## src/rtl/core/esc_pkg.sv

```systemverilog
`timescale 1ns / 1ps

package esc_pkg;

  localparam int CFG_W  = 64;
  localparam int CFG_IW = 3;

  typedef enum logic [CFG_IW-1:0] {
    CFG_TEMP    = 3'd0,
    CFG_PRESS_A = 3'd1,
    CFG_PRESS_B = 3'd2,
    CFG_PRESS_C = 3'd3,
    CFG_HUM_A   = 3'd4,
    CFG_HUM_B   = 3'd5
  } cfg_idx_t;

  localparam logic [1:0] FUNC_TEMP   = 2'd0;
  localparam logic [1:0] FUNC_PRESS  = 2'd1;
  localparam logic [1:0] FUNC_HUM    = 2'd2;
  localparam logic [1:0] FUNC_UNUSED = 2'd3;

  localparam logic [31:0] HUM_MAX = 32'd419430400;

  typedef struct packed {
    logic [1:0]  func;
    logic [19:0] raw_reading;
  } in_t;

  typedef struct packed {
    logic [1:0]  kind;
    logic [31:0] value;
    logic        div_zero;
  } out_t;

  typedef enum logic [4:0] {
    ST_IDLE,
    ST_TA, ST_TB, ST_TC,
    ST_PA, ST_PB, ST_PC, ST_PD, ST_PE, ST_PF, ST_PG, ST_PDIV, ST_PI, ST_PJ, ST_PK,
    ST_HA, ST_HB, ST_HC, ST_HD, ST_HE, ST_HF, ST_HG, ST_HH,
    ST_DONE
  } state_t;

  function automatic logic [31:0] asr32(input logic [31:0] v, input int unsigned n);
    return 32'($signed(v) >>> n);
  endfunction

  function automatic logic [63:0] asr64(input logic [63:0] v, input int unsigned n);
    return 64'($signed(v) >>> n);
  endfunction

  function automatic logic [63:0] sx16(input logic [15:0] v);
    return {{48{v[15]}}, v};
  endfunction

endpackage

```

## src/rtl/core/esc_mul64.sv

```systemverilog
`timescale 1ns / 1ps

// 64 x 64 product, low 64 bits, from one 32 x 32 multiplier over three partial products
module esc_mul64
  import esc_pkg::*;
(
  input  logic        clk,
  input  logic        rst_n,
  input  logic        start,
  input  logic [63:0] a,
  input  logic [63:0] b,
  output logic        done,
  output logic [63:0] product
);

  logic [2:0]  phase_r;
  logic [63:0] a_r, b_r, pp_r, acc_r;
  logic        done_r;
  logic [31:0] ma, mb;
  logic [63:0] prod;

  always_comb begin
    unique case (phase_r)
      3'd2:    begin ma = a_r[31:0];  mb = b_r[63:32]; end
      3'd3:    begin ma = a_r[63:32]; mb = b_r[31:0];  end
      default: begin ma = a_r[31:0];  mb = b_r[31:0];  end
    endcase
  end

  assign prod = {32'b0, ma} * {32'b0, mb};

  always_ff @(posedge clk) begin
    if (!rst_n) begin
      phase_r <= 3'd0;
      done_r  <= 1'b0;
    end else begin
      done_r <= 1'b0;
      unique case (phase_r)
        3'd0: if (start) phase_r <= 3'd1;
        3'd4: begin
          phase_r <= 3'd0;
          done_r  <= 1'b1;
        end
        default: phase_r <= phase_r + 3'd1;
      endcase
    end
  end

  always_ff @(posedge clk) begin
    if (phase_r == 3'd0 && start) begin
      a_r <= a;
      b_r <= b;
    end
    unique case (phase_r)
      3'd1: pp_r <= prod;
      3'd2: begin
        acc_r <= pp_r;
        pp_r  <= prod;
      end
      3'd3: begin
        acc_r <= acc_r + {pp_r[31:0], 32'b0};
        pp_r  <= prod;
      end
      3'd4: acc_r <= acc_r + {pp_r[31:0], 32'b0};
      default: ;
    endcase
  end

  assign done    = done_r;
  assign product = acc_r;

endmodule

```

## config.mk

```make
export PLATFORM = sky130hd
export DESIGN_NAME = esc_mul64
export DESIGN_NICKNAME = d
export VERILOG_FILES = /design/src/rtl/core/esc_pkg.sv /design/src/rtl/core/esc_mul64.sv
export SDC_FILE = /design/constraint.sdc
export NUM_CORES = 2
export LEC_CHECK = 0
export BUFFER_PORTS_ARGS = -buffer_cell sky130_fd_sc_hd__buf_2
export CAP_MARGIN = 20
export CORE_MARGIN = 5
export CORE_UTILIZATION = 25
export DETAILED_ROUTE_END_ITERATION = 6
export PLACE_DENSITY = 0.42
export SYNTH_ARGS = -nofsm -noshare
export SYNTH_HDL_FRONTEND = slang
export SYNTH_SLANG_ARGS = --single-unit
export TNS_END_PERCENT = 100
```

## constraint.sdc

```tcl
create_clock -name clk -period 8 [get_ports clk]
set_input_delay 0.8 -clock clk [delete_from_list [all_inputs] [get_ports clk]]
set_output_delay 0.8 -clock clk [all_outputs]
set_load 0.005 [all_outputs]
```

==> out/metrics.yaml <==
status: "finished, violations left"
violations: "negative setup slack"
ys_seq_elements: 260
final.min_clock_period_ns: 8.35
grt_pass1_wl_mm: 241
clock_sinks: 260
max_cap_viol_count: 0
cts_buffers: 35
setup_violations: 22
fin_tns_setup_ns: -3.75
finalCritPeriodShare_pct: 104
vias: 33065
skew_ns: 0.0386
reg2reg_from: "phase_r[1]"
drt_wl_total_mm: 167
htreeDepth: 2
synthArstFlopShare_pct: 0
dr.pass1.iters: 7
worst_slack_ns: -0.352
final_cell_mix: "fa_1 (839), inv_1 (825), nor2_1 (607)"
ys_types: 75
grt.total_usage_pct: 18.3
core_um2: 172000
start_util_pct: 25.1
hold_class: "primary input to flip-flop"
syn_area_um2: 43100
worst_ep_required_time_ns: 8.37
maxSlewViolCount: 0
clock_latency_ns: 0.59
worstHoldEndpoint: "a_r[1]"
via_per_inst: 4.44
ff2ff_setup_slack_ns: -0.35
rows: 152
drt-initial-drc-count: 1799
cp_data_arrival_time_ns: 8.72
critPathLaunchType: "flip-flop"
crit_top_cell: "fa_2"
drc: 0
final_antenna_net_count: 0
min_from: "a[1]"
cts_root_buf: "clkbuf_16"
cp_num_cells: 29
synth.net_count: 5716
cp_slowest_stage_delay_ns: 0.63
hpwlAfterDp_mm: 145
die_w_um: 425
worstMarginPinSlew_ns: 1.02
synthCells: 4389
maxSlewHeadroom_pct: 32.2
synth.top_cell.area_share_pct: 41.7
r2r_end: "pp_r[51]"
synth_area_leaders: "fa_1 (42%), edfxtp_1 (18%), ha_1 (8.7%), inv_1 (7.4%), nor2_1 (5.6%)"
synthToLayoutAreaGrowth_pct: 29.1
grt_overflow_total: 0
layout_commonest_cell: "fa_1"
holdPathStages: 1
clockBufferDepth: 3
die_y_um: 425
gp_congestion: 0.890
grt_max_degree: 70
antenna_found_initial: 11
die_area_um2: 181000
critical_path_class: "flip-flop to flip-flop"
path_max_fanout: 5
worstRegToRegCells: 29
yosys_warnings: 0
finalHoldViolations: 0
nNetsFinal: 6435
wl_per_cell_um: 22.4
worst_setup_path_end_kind: "flip-flop"
hold_buffers: 0
path_buf_inv: 9
ys_seq_area_share_pct: 18.0
first_global_vias: 35242
port_buffers: 195
max_clock_freq_mhz: 120
cp_slowest_cell: "fa_1"
ys.flop_type: "edfxtp_1"
yosys.area.top_type: "fa_1"
avgSynthCellArea_um2: 9.82
clkTransAtPathRegs_ns: 0.06
ioPinCount: 196
rsz0062_at_grt: "true"
drive_above_1_share_pct: 25.9
synth_edf_count: 256
cts_tree: "built"
critPathTopFamily: "adder cells"
[layout make-up]
type,instances,area [um2]
clock inverter,18,141
timing repair buffer,880,7320
antenna,2,5.00
clock buffer,39,891
fill,18005,116000
sequential,260,7770
tap,2310,2890
inverter,851,3190
multi-input combinational,3080,33400
[cell families (layout without fill, tap and decap cells)]
| family | after synthesis | in the layout | share of synthesized area (%) |
|---|---|---|---|
| adders and majority gates | 1196 | 1196 | 50.3 |
| muxes | 134 | 134 | 3.30 |
| DFF | 260 | 260 | 18.0 |
| buffers and inverters | 1049 | 1788 | 9.15 |
| and+or+nand+nor | 1336 | 1336 | 12.6 |
| other | 0 | 2 | 0 |
| xor gates and xnor gates | 86 | 86 | 1.75 |
| AOI/OAI and AO/OA | 328 | 328 | 4.86 |
[through the flow]
stage | cells | hold WS, ns | instance area [um2] | utilization (%) | setup slack, ns
2_1_floorplan | 4389 | 0.484 | 43400 | - | -0.00826
3_3_place_gp | 7297 | 0.492 | 51700 | 30.1 | -1.04
3_5_place_dp | 7297 | 0.518 | 51700 | 30.1 | -1.08
4_1_cts | 7394 | 0.329 | 54100 | 31.6 | -0.357
5_1_grt | 7438 | 0.348 | 55700 | 32.4 | -0.521
6_report | 7440 | 0.386 | 55700 | 32.5 | -0.352
[per-layer routing]
| metal | GRT usage [%] | up-vias | wire length [um] |
|---|---|---|---|
| met5 | 0 | - | 12 |
| met4 | 4.98 | 2 | 5430 |
| met1 | 23.4 | 17247 | 68600 |
| met3 | 1.92 | 171 | 7540 |
| met2 | 32.7 | 736 | 85400 |
| li1 | - | 14909 | - |
[repair_timing]
action | 4_1_cts | 5_1_grt
buffers inserted | 39 | 46
pin swaps | 60 | 108
gates resized for setup | 229 | 249
cloned | 2 | 3
endpoints found under the setup margin | 39 | 41
[sequential cells by signal, summed over array words and instances, names as in the netlist]
register / flops
done: 1
pp_r: 64
a_r: 64
product: 64
phase_r: 3
b_r: 64
[Yosys cell counts, types with 4 or more instances]
cell      count
o211ai_1      7
inv_1       851
o21a_1       10
nor2_1      642
xnor2_1      51
nand3_1      22
o31ai_1       8
nand4_1      19
ha_1        299
clkbuf_1    179
nand2_1     539
nor3_1       13
buf_1        13
a211oi_1      6
a31oi_1      12
buf_2         6
dfxtp_1       4
o21ai_1      12
edfxtp_1    256
o21ai_0      48
a21o_1       47
and4_1        5
nand2b_1      9
o21bai_1     16
and2_1       34
a21oi_1     120
fa_1        897
nor3b_1       4
xor2_1       35
and3_1       18
mux2i_1      69
nor2b_1      11
mux2_2       65
[worst max path at each step]
stage | startpoint | end | slack [ns]
6_report | phase_r[1] | pp_r[51] | -0.35
3_3_place_gp | phase_r[0] | pp_r[61] | -1.04
4_1_cts | phase_r[0] | pp_r[61] | -0.36
3_5_place_dp | phase_r[1] | pp_r[61] | -1.08
2_1_floorplan | phase_r[0] | pp_r[61] | -0.008
5_1_grt | phase_r[1] | pp_r[61] | -0.52
Power is not shown: default switching activity piles up to over one toggle a cycle in this logic, so the estimate is an artifact.
