[src/rtl/core/esc_pkg.sv]
`timescale 1ns / 1ps

package esc_pkg;

  localparam int CFG_W  = 64;
  localparam int CFG_IW = 3;

  typedef enum logic [CFG_IW-1:0] {
    CFG_TEMP    = 3'd0,
    CFG_PRESS_A = 3'd1,
    CFG_PRESS_B = 3'd2,
    CFG_PRESS_C = 3'd3,
    CFG_HUM_A   = 3'd4,
    CFG_HUM_B   = 3'd5
  } cfg_idx_t;

  localparam logic [1:0] FUNC_TEMP   = 2'd0;
  localparam logic [1:0] FUNC_PRESS  = 2'd1;
  localparam logic [1:0] FUNC_HUM    = 2'd2;
  localparam logic [1:0] FUNC_UNUSED = 2'd3;

  localparam logic [31:0] HUM_MAX = 32'd419430400;

  typedef struct packed {
    logic [1:0]  func;
    logic [19:0] raw_reading;
  } in_t;

  typedef struct packed {
    logic [1:0]  kind;
    logic [31:0] value;
    logic        div_zero;
  } out_t;

  typedef enum logic [4:0] {
    ST_IDLE,
    ST_TA, ST_TB, ST_TC,
    ST_PA, ST_PB, ST_PC, ST_PD, ST_PE, ST_PF, ST_PG, ST_PDIV, ST_PI, ST_PJ, ST_PK,
    ST_HA, ST_HB, ST_HC, ST_HD, ST_HE, ST_HF, ST_HG, ST_HH,
    ST_DONE
  } state_t;

  function automatic logic [31:0] asr32(input logic [31:0] v, input int unsigned n);
    return 32'($signed(v) >>> n);
  endfunction

  function automatic logic [63:0] asr64(input logic [63:0] v, input int unsigned n);
    return 64'($signed(v) >>> n);
  endfunction

  function automatic logic [63:0] sx16(input logic [15:0] v);
    return {{48{v[15]}}, v};
  endfunction

endpackage

[src/rtl/core/esc_div64.sv]
`timescale 1ns / 1ps

// signed 64-bit division, one quotient bit per cycle, truncating toward zero
module esc_div64
  import esc_pkg::*;
(
  input  logic        clk,
  input  logic        rst_n,
  input  logic        start,
  input  logic [63:0] num,
  input  logic [63:0] den,
  output logic        done,
  output logic [63:0] quot
);

  logic [6:0]  cnt_r;
  logic        busy_r, done_r, neg_r;
  logic [63:0] rem_r, q_r, d_r;
  logic [64:0] shifted, diff;

  assign shifted = {rem_r, q_r[63]};
  assign diff    = shifted - {1'b0, d_r};

  always_ff @(posedge clk) begin
    if (!rst_n) begin
      busy_r <= 1'b0;
      done_r <= 1'b0;
      cnt_r  <= 7'd0;
    end else begin
      done_r <= 1'b0;
      if (!busy_r && start) begin
        busy_r <= 1'b1;
        cnt_r  <= 7'd64;
      end else if (busy_r) begin
        cnt_r <= cnt_r - 7'd1;
        if (cnt_r == 7'd1) begin
          busy_r <= 1'b0;
          done_r <= 1'b1;
        end
      end
    end
  end

  always_ff @(posedge clk) begin
    if (!busy_r && start) begin
      neg_r <= num[63] ^ den[63];
      q_r   <= num[63] ? 64'd0 - num : num;
      d_r   <= den[63] ? 64'd0 - den : den;
      rem_r <= 64'd0;
    end else if (busy_r) begin
      if (!diff[64]) begin
        rem_r <= diff[63:0];
        q_r   <= {q_r[62:0], 1'b1};
      end else begin
        rem_r <= shifted[63:0];
        q_r   <= {q_r[62:0], 1'b0};
      end
    end
  end

  assign done = done_r;
  assign quot = neg_r ? 64'd0 - q_r : q_r;

endmodule

[config.mk]
export PLATFORM = sky130hd
export DESIGN_NAME = esc_div64
export DESIGN_NICKNAME = d
export VERILOG_FILES = /design/src/rtl/core/esc_pkg.sv /design/src/rtl/core/esc_div64.sv
export SDC_FILE = /design/constraint.sdc
export NUM_CORES = 1
export LEC_CHECK = 0
export ABC_AREA = 1
export BUFFER_PORTS_ARGS = -buffer_cell sky130_fd_sc_hd__buf_2
export CELL_PAD_IN_SITES_DETAIL_PLACEMENT = 0
export CELL_PAD_IN_SITES_GLOBAL_PLACEMENT = 1
export CORE_ASPECT_RATIO = 0.9
export CORE_MARGIN = 2
export CORE_UTILIZATION = 43
export CTS_BUF_LIST = sky130_fd_sc_hd__clkbuf_2
export CTS_CLUSTER_SIZE = 12
export DETAILED_ROUTE_END_ITERATION = 16
export PLACE_DENSITY_LB_ADDON = 0.1
export SETUP_SLACK_MARGIN = 0.1
export SLEW_MARGIN = 10
export SYNTH_ARGS = -nofsm -noshare
export SYNTH_HDL_FRONTEND = slang
export SYNTH_SLANG_ARGS = --single-unit
export TNS_END_PERCENT = 1
[constraint.sdc]
create_clock -name clk -period 4.88 [get_ports clk]
set_input_delay 1.464 -clock clk [delete_from_list [all_inputs] [get_ports clk]]
set_output_delay 1.464 -clock clk [all_outputs]
set_load 0.005 [all_outputs]
==> reports/metrics.cfg <==
[setup_path]
cp-end-kind=output pin
worstPathMaxFanout=4
ff2ff_setup_slack_ns=1.07
critPathLaunchType=flip-flop
r2r_cells=20
critPathKind=reg -> out
timing.rr.start=q_r[63]
cp.required_ns=3.42
r2r_end=rem_r[31]
cp.arrival_ns=3.28

[pwr]
p_sw_frac=0.500
power_uw=7880
sequentialPowerShare=0.305
p_sw_uw=3940
pwr-share-comb=0.530
ir_drop_mv=0.197
p_int_uw=3940
power.density_nw_per_um2=343
p_leak_uw=0.0125
clkPwrFrac=0.165

[yosys]
syn_area_per_cell_sq_um=5.87
ys_ff_latch=202
synth_edf_count=129
synthCells=3489
ys_types=43
ys_seq_area_frac=0.260
synth_nets=3690
async_flop_share=0
ys_warn_count=0
syn_area_sq_um=20500
synth_ff_type=edfxtp_1

[place]
hpwl_um=62100
gp_congestion=0.999
portBuffers=195

[timing]
hold_violations=0
fmax_mhz=211
fin_worst_skew_ns=0.179
worst_pin_slew_ns=1.00
fin_tns_setup_ns=0
maxSlewHeadroom=0.327
rsz0062_at_grt=yes
setup_viol_count_final=0
drv_slew=0
period_minus_slack_ns=4.75
finalCritPeriodShare=0.973

[finish]
multi_input_area_sq_um=12400
ff_latch_area_sq_um=5340
nets=3914
final_util=0.491
num-fill-cells=5104
mostFrequentLayoutCells=nand2_1 (1238), inv_1 (702), nor2_1 (336)
synthToLayoutAreaGrowth_pct=12.3
drive_gt1_frac=0.119
final_common_cell=nand2_1

[run]
maxCapViolCount=0

[status]
status=finished, final reports clean

[route]
drt_iter0_drc=2261
wl_um=76300
viasPerCell=5.07
first_pass_iters=6
routedWlPerCell_um=17.4
drc=0
vias=22200
final_antenna_net_count=0

[global_routing]
antenna_found_initial=4
track_usage=0.306
grt_util_met3=0.0778
use_met1=0.476
gr-max-usage-layer=met1
grt_overflow=0
grt_pass1_vias=20480
grt_max_degree=78
grt_util_met2=0.416
grt_pass1_wl_um=115000

[hold_path]
worstHoldStart=rem_r[7]
holdCritPathClass=reg -> reg
holdPathEnd=rem_r[7]
holdPathStages=2

[floorplanning]
start_util=0.438
rows=75
ios=196
fp.dieH_um=211
fp.dieW_um=234
coreArea_sq_um=46800
die-area_sq_um=49400

[cts]
htree_levels=2
cts_max_path_buffers=3
clk_pin_slew_ns=0.10
cts.sinks=202
numCtsBuffers=55
cts_tree=yes
root_buffer=clkbuf_2
clk_latency_ns=1.08

==> what timing repair did <==
action	CTS	global route
pin swaps	10	17
cloned	0	0
hold buffers	0	0
resized for setup	37	37
setup endpoints to repair	31	32
setup buffers	10	11
==> metrics by stage <==
step	instance area (sq um)	worst slack [ns]	cells	hold slack, ns
finish	23000	0.134	4377	0.479
global route	23000	-0.0650	4376	0.495
CTS	22800	0.0717	4365	0.478
detailed placement	22000	0.745	4252	0.465
global placement	22000	0.782	4252	0.457
floorplan	20500	0.657	3489	0.449
==> how the worst max path moves through the flow <==
| stage | cells past startpoint | to | startpoint |
|---|---|---|---|
| final | 12 | quot[28] | q_r[1] |
| after global routing | 12 | quot[28] | q_r[1] |
| after CTS | 13 | quot[59] | q_r[0] |
| after detailed placement | 9 | quot[46] | q_r[0] |
| after global placement | 9 | quot[46] | q_r[0] |
| after floorplan | 5 | q_r[54] | start |
==> power groups by stage <==
stage / clock [uW] / sequential [uW] / combinational (uW)
after floorplan: 0 / 2350 / 2890
after global placement: 0 / 2420 / 4010
after detailed placement: 0 / 2430 / 4030
after CTS: 1350 / 2400 / 4080
after global routing: 1420 / 2440 / 4680
final: 1300 / 2410 / 4170
==> layer usage <==
metal | vias to the layer above | share of wire
li1 | 11163 | -
met1 | 10146 | 0.50
met2 | 798 | 0.39
met3 | 89 | 0.097
met4 | 4 | 0.016
met5 | - | 0.00035
==> kinds of logic after synthesis <==
kind of cell	after synthesis	synth area share
AOI/OAI and AO/OA	207	0.0531
xor gates and xnor gates	189	0.0808
adders and majority gates	70	0.0431
buffers and inverters	781	0.148
DFF	202	0.260
and+or+nand+nor	2040	0.414
==> cell usage after synthesis, types with 2 or more instances <==
master,n,area share
clkbuf_1,39,0.0071
buf_2,5,0.0012
buf_4,3,0.0011
o21ai_1,6,0.0015
dfxtp_1,73,0.071
xor2_1,162,0.069
inv_2,2,0.00037
nor3_1,53,0.013
o211ai_1,3,0.0011
ha_1,69,0.042
nand2_1,1244,0.23
a21oi_1,62,0.015
nor2_1,347,0.064
nand2_2,54,0.016
and3_1,5,0.0015
nor4_1,27,0.0082
a31oi_1,12,0.0037
nand3b_1,8,0.0029
o21ai_0,118,0.029
nor3b_1,4,0.0015
or2_1,2,0.00061
or2_2,8,0.0024
inv_1,711,0.13
clkinv_1,3,0.00055
buf_12,5,0.0049
and2_1,2,0.00061
buf_1,12,0.0022
a21o_1,2,0.00073
xnor2_1,27,0.012
nor2_2,8,0.0024
nand4_1,68,0.021
edfxtp_1,129,0.19
nand3_1,206,0.050
==> critical path, stage by stage (launching register included) <==
cell and delay [ns]:
edfxtp_1 0.42, inv_2 0.11, ha_4 0.16, nand3_4 0.09, nor2_4 0.20, nand2_2 0.12, nor2_4 0.18, and3_4 0.20
nand4_1 0.20, nand2_1 0.19, o21ai_2 0.08, xor2_1 0.22, buf_2 0.15
==> registers in the layout, summed over array words and instances, names as in the netlist <==
register,flops
busy_r,1
cnt_r,7
d_r,64
done,1
neg_r,1
q_r,64
rem_r,64
==> final cells by class <==
| cell class | count | share of cell area |
|---|---|---|
| clock buffers | 86 | 0.0187 |
| well taps | 616 | 0.0335 |
| flip-flops and latches | 202 | 0.232 |
| clock inverters | 17 | 0.00392 |
| repair buffers | 232 | 0.0559 |
| inverters | 716 | 0.117 |
| multi-input cells | 2506 | 0.538 |
| diodes | 2 | 0.000218 |
No activity file was read; power rests on OpenSTA's default activity.
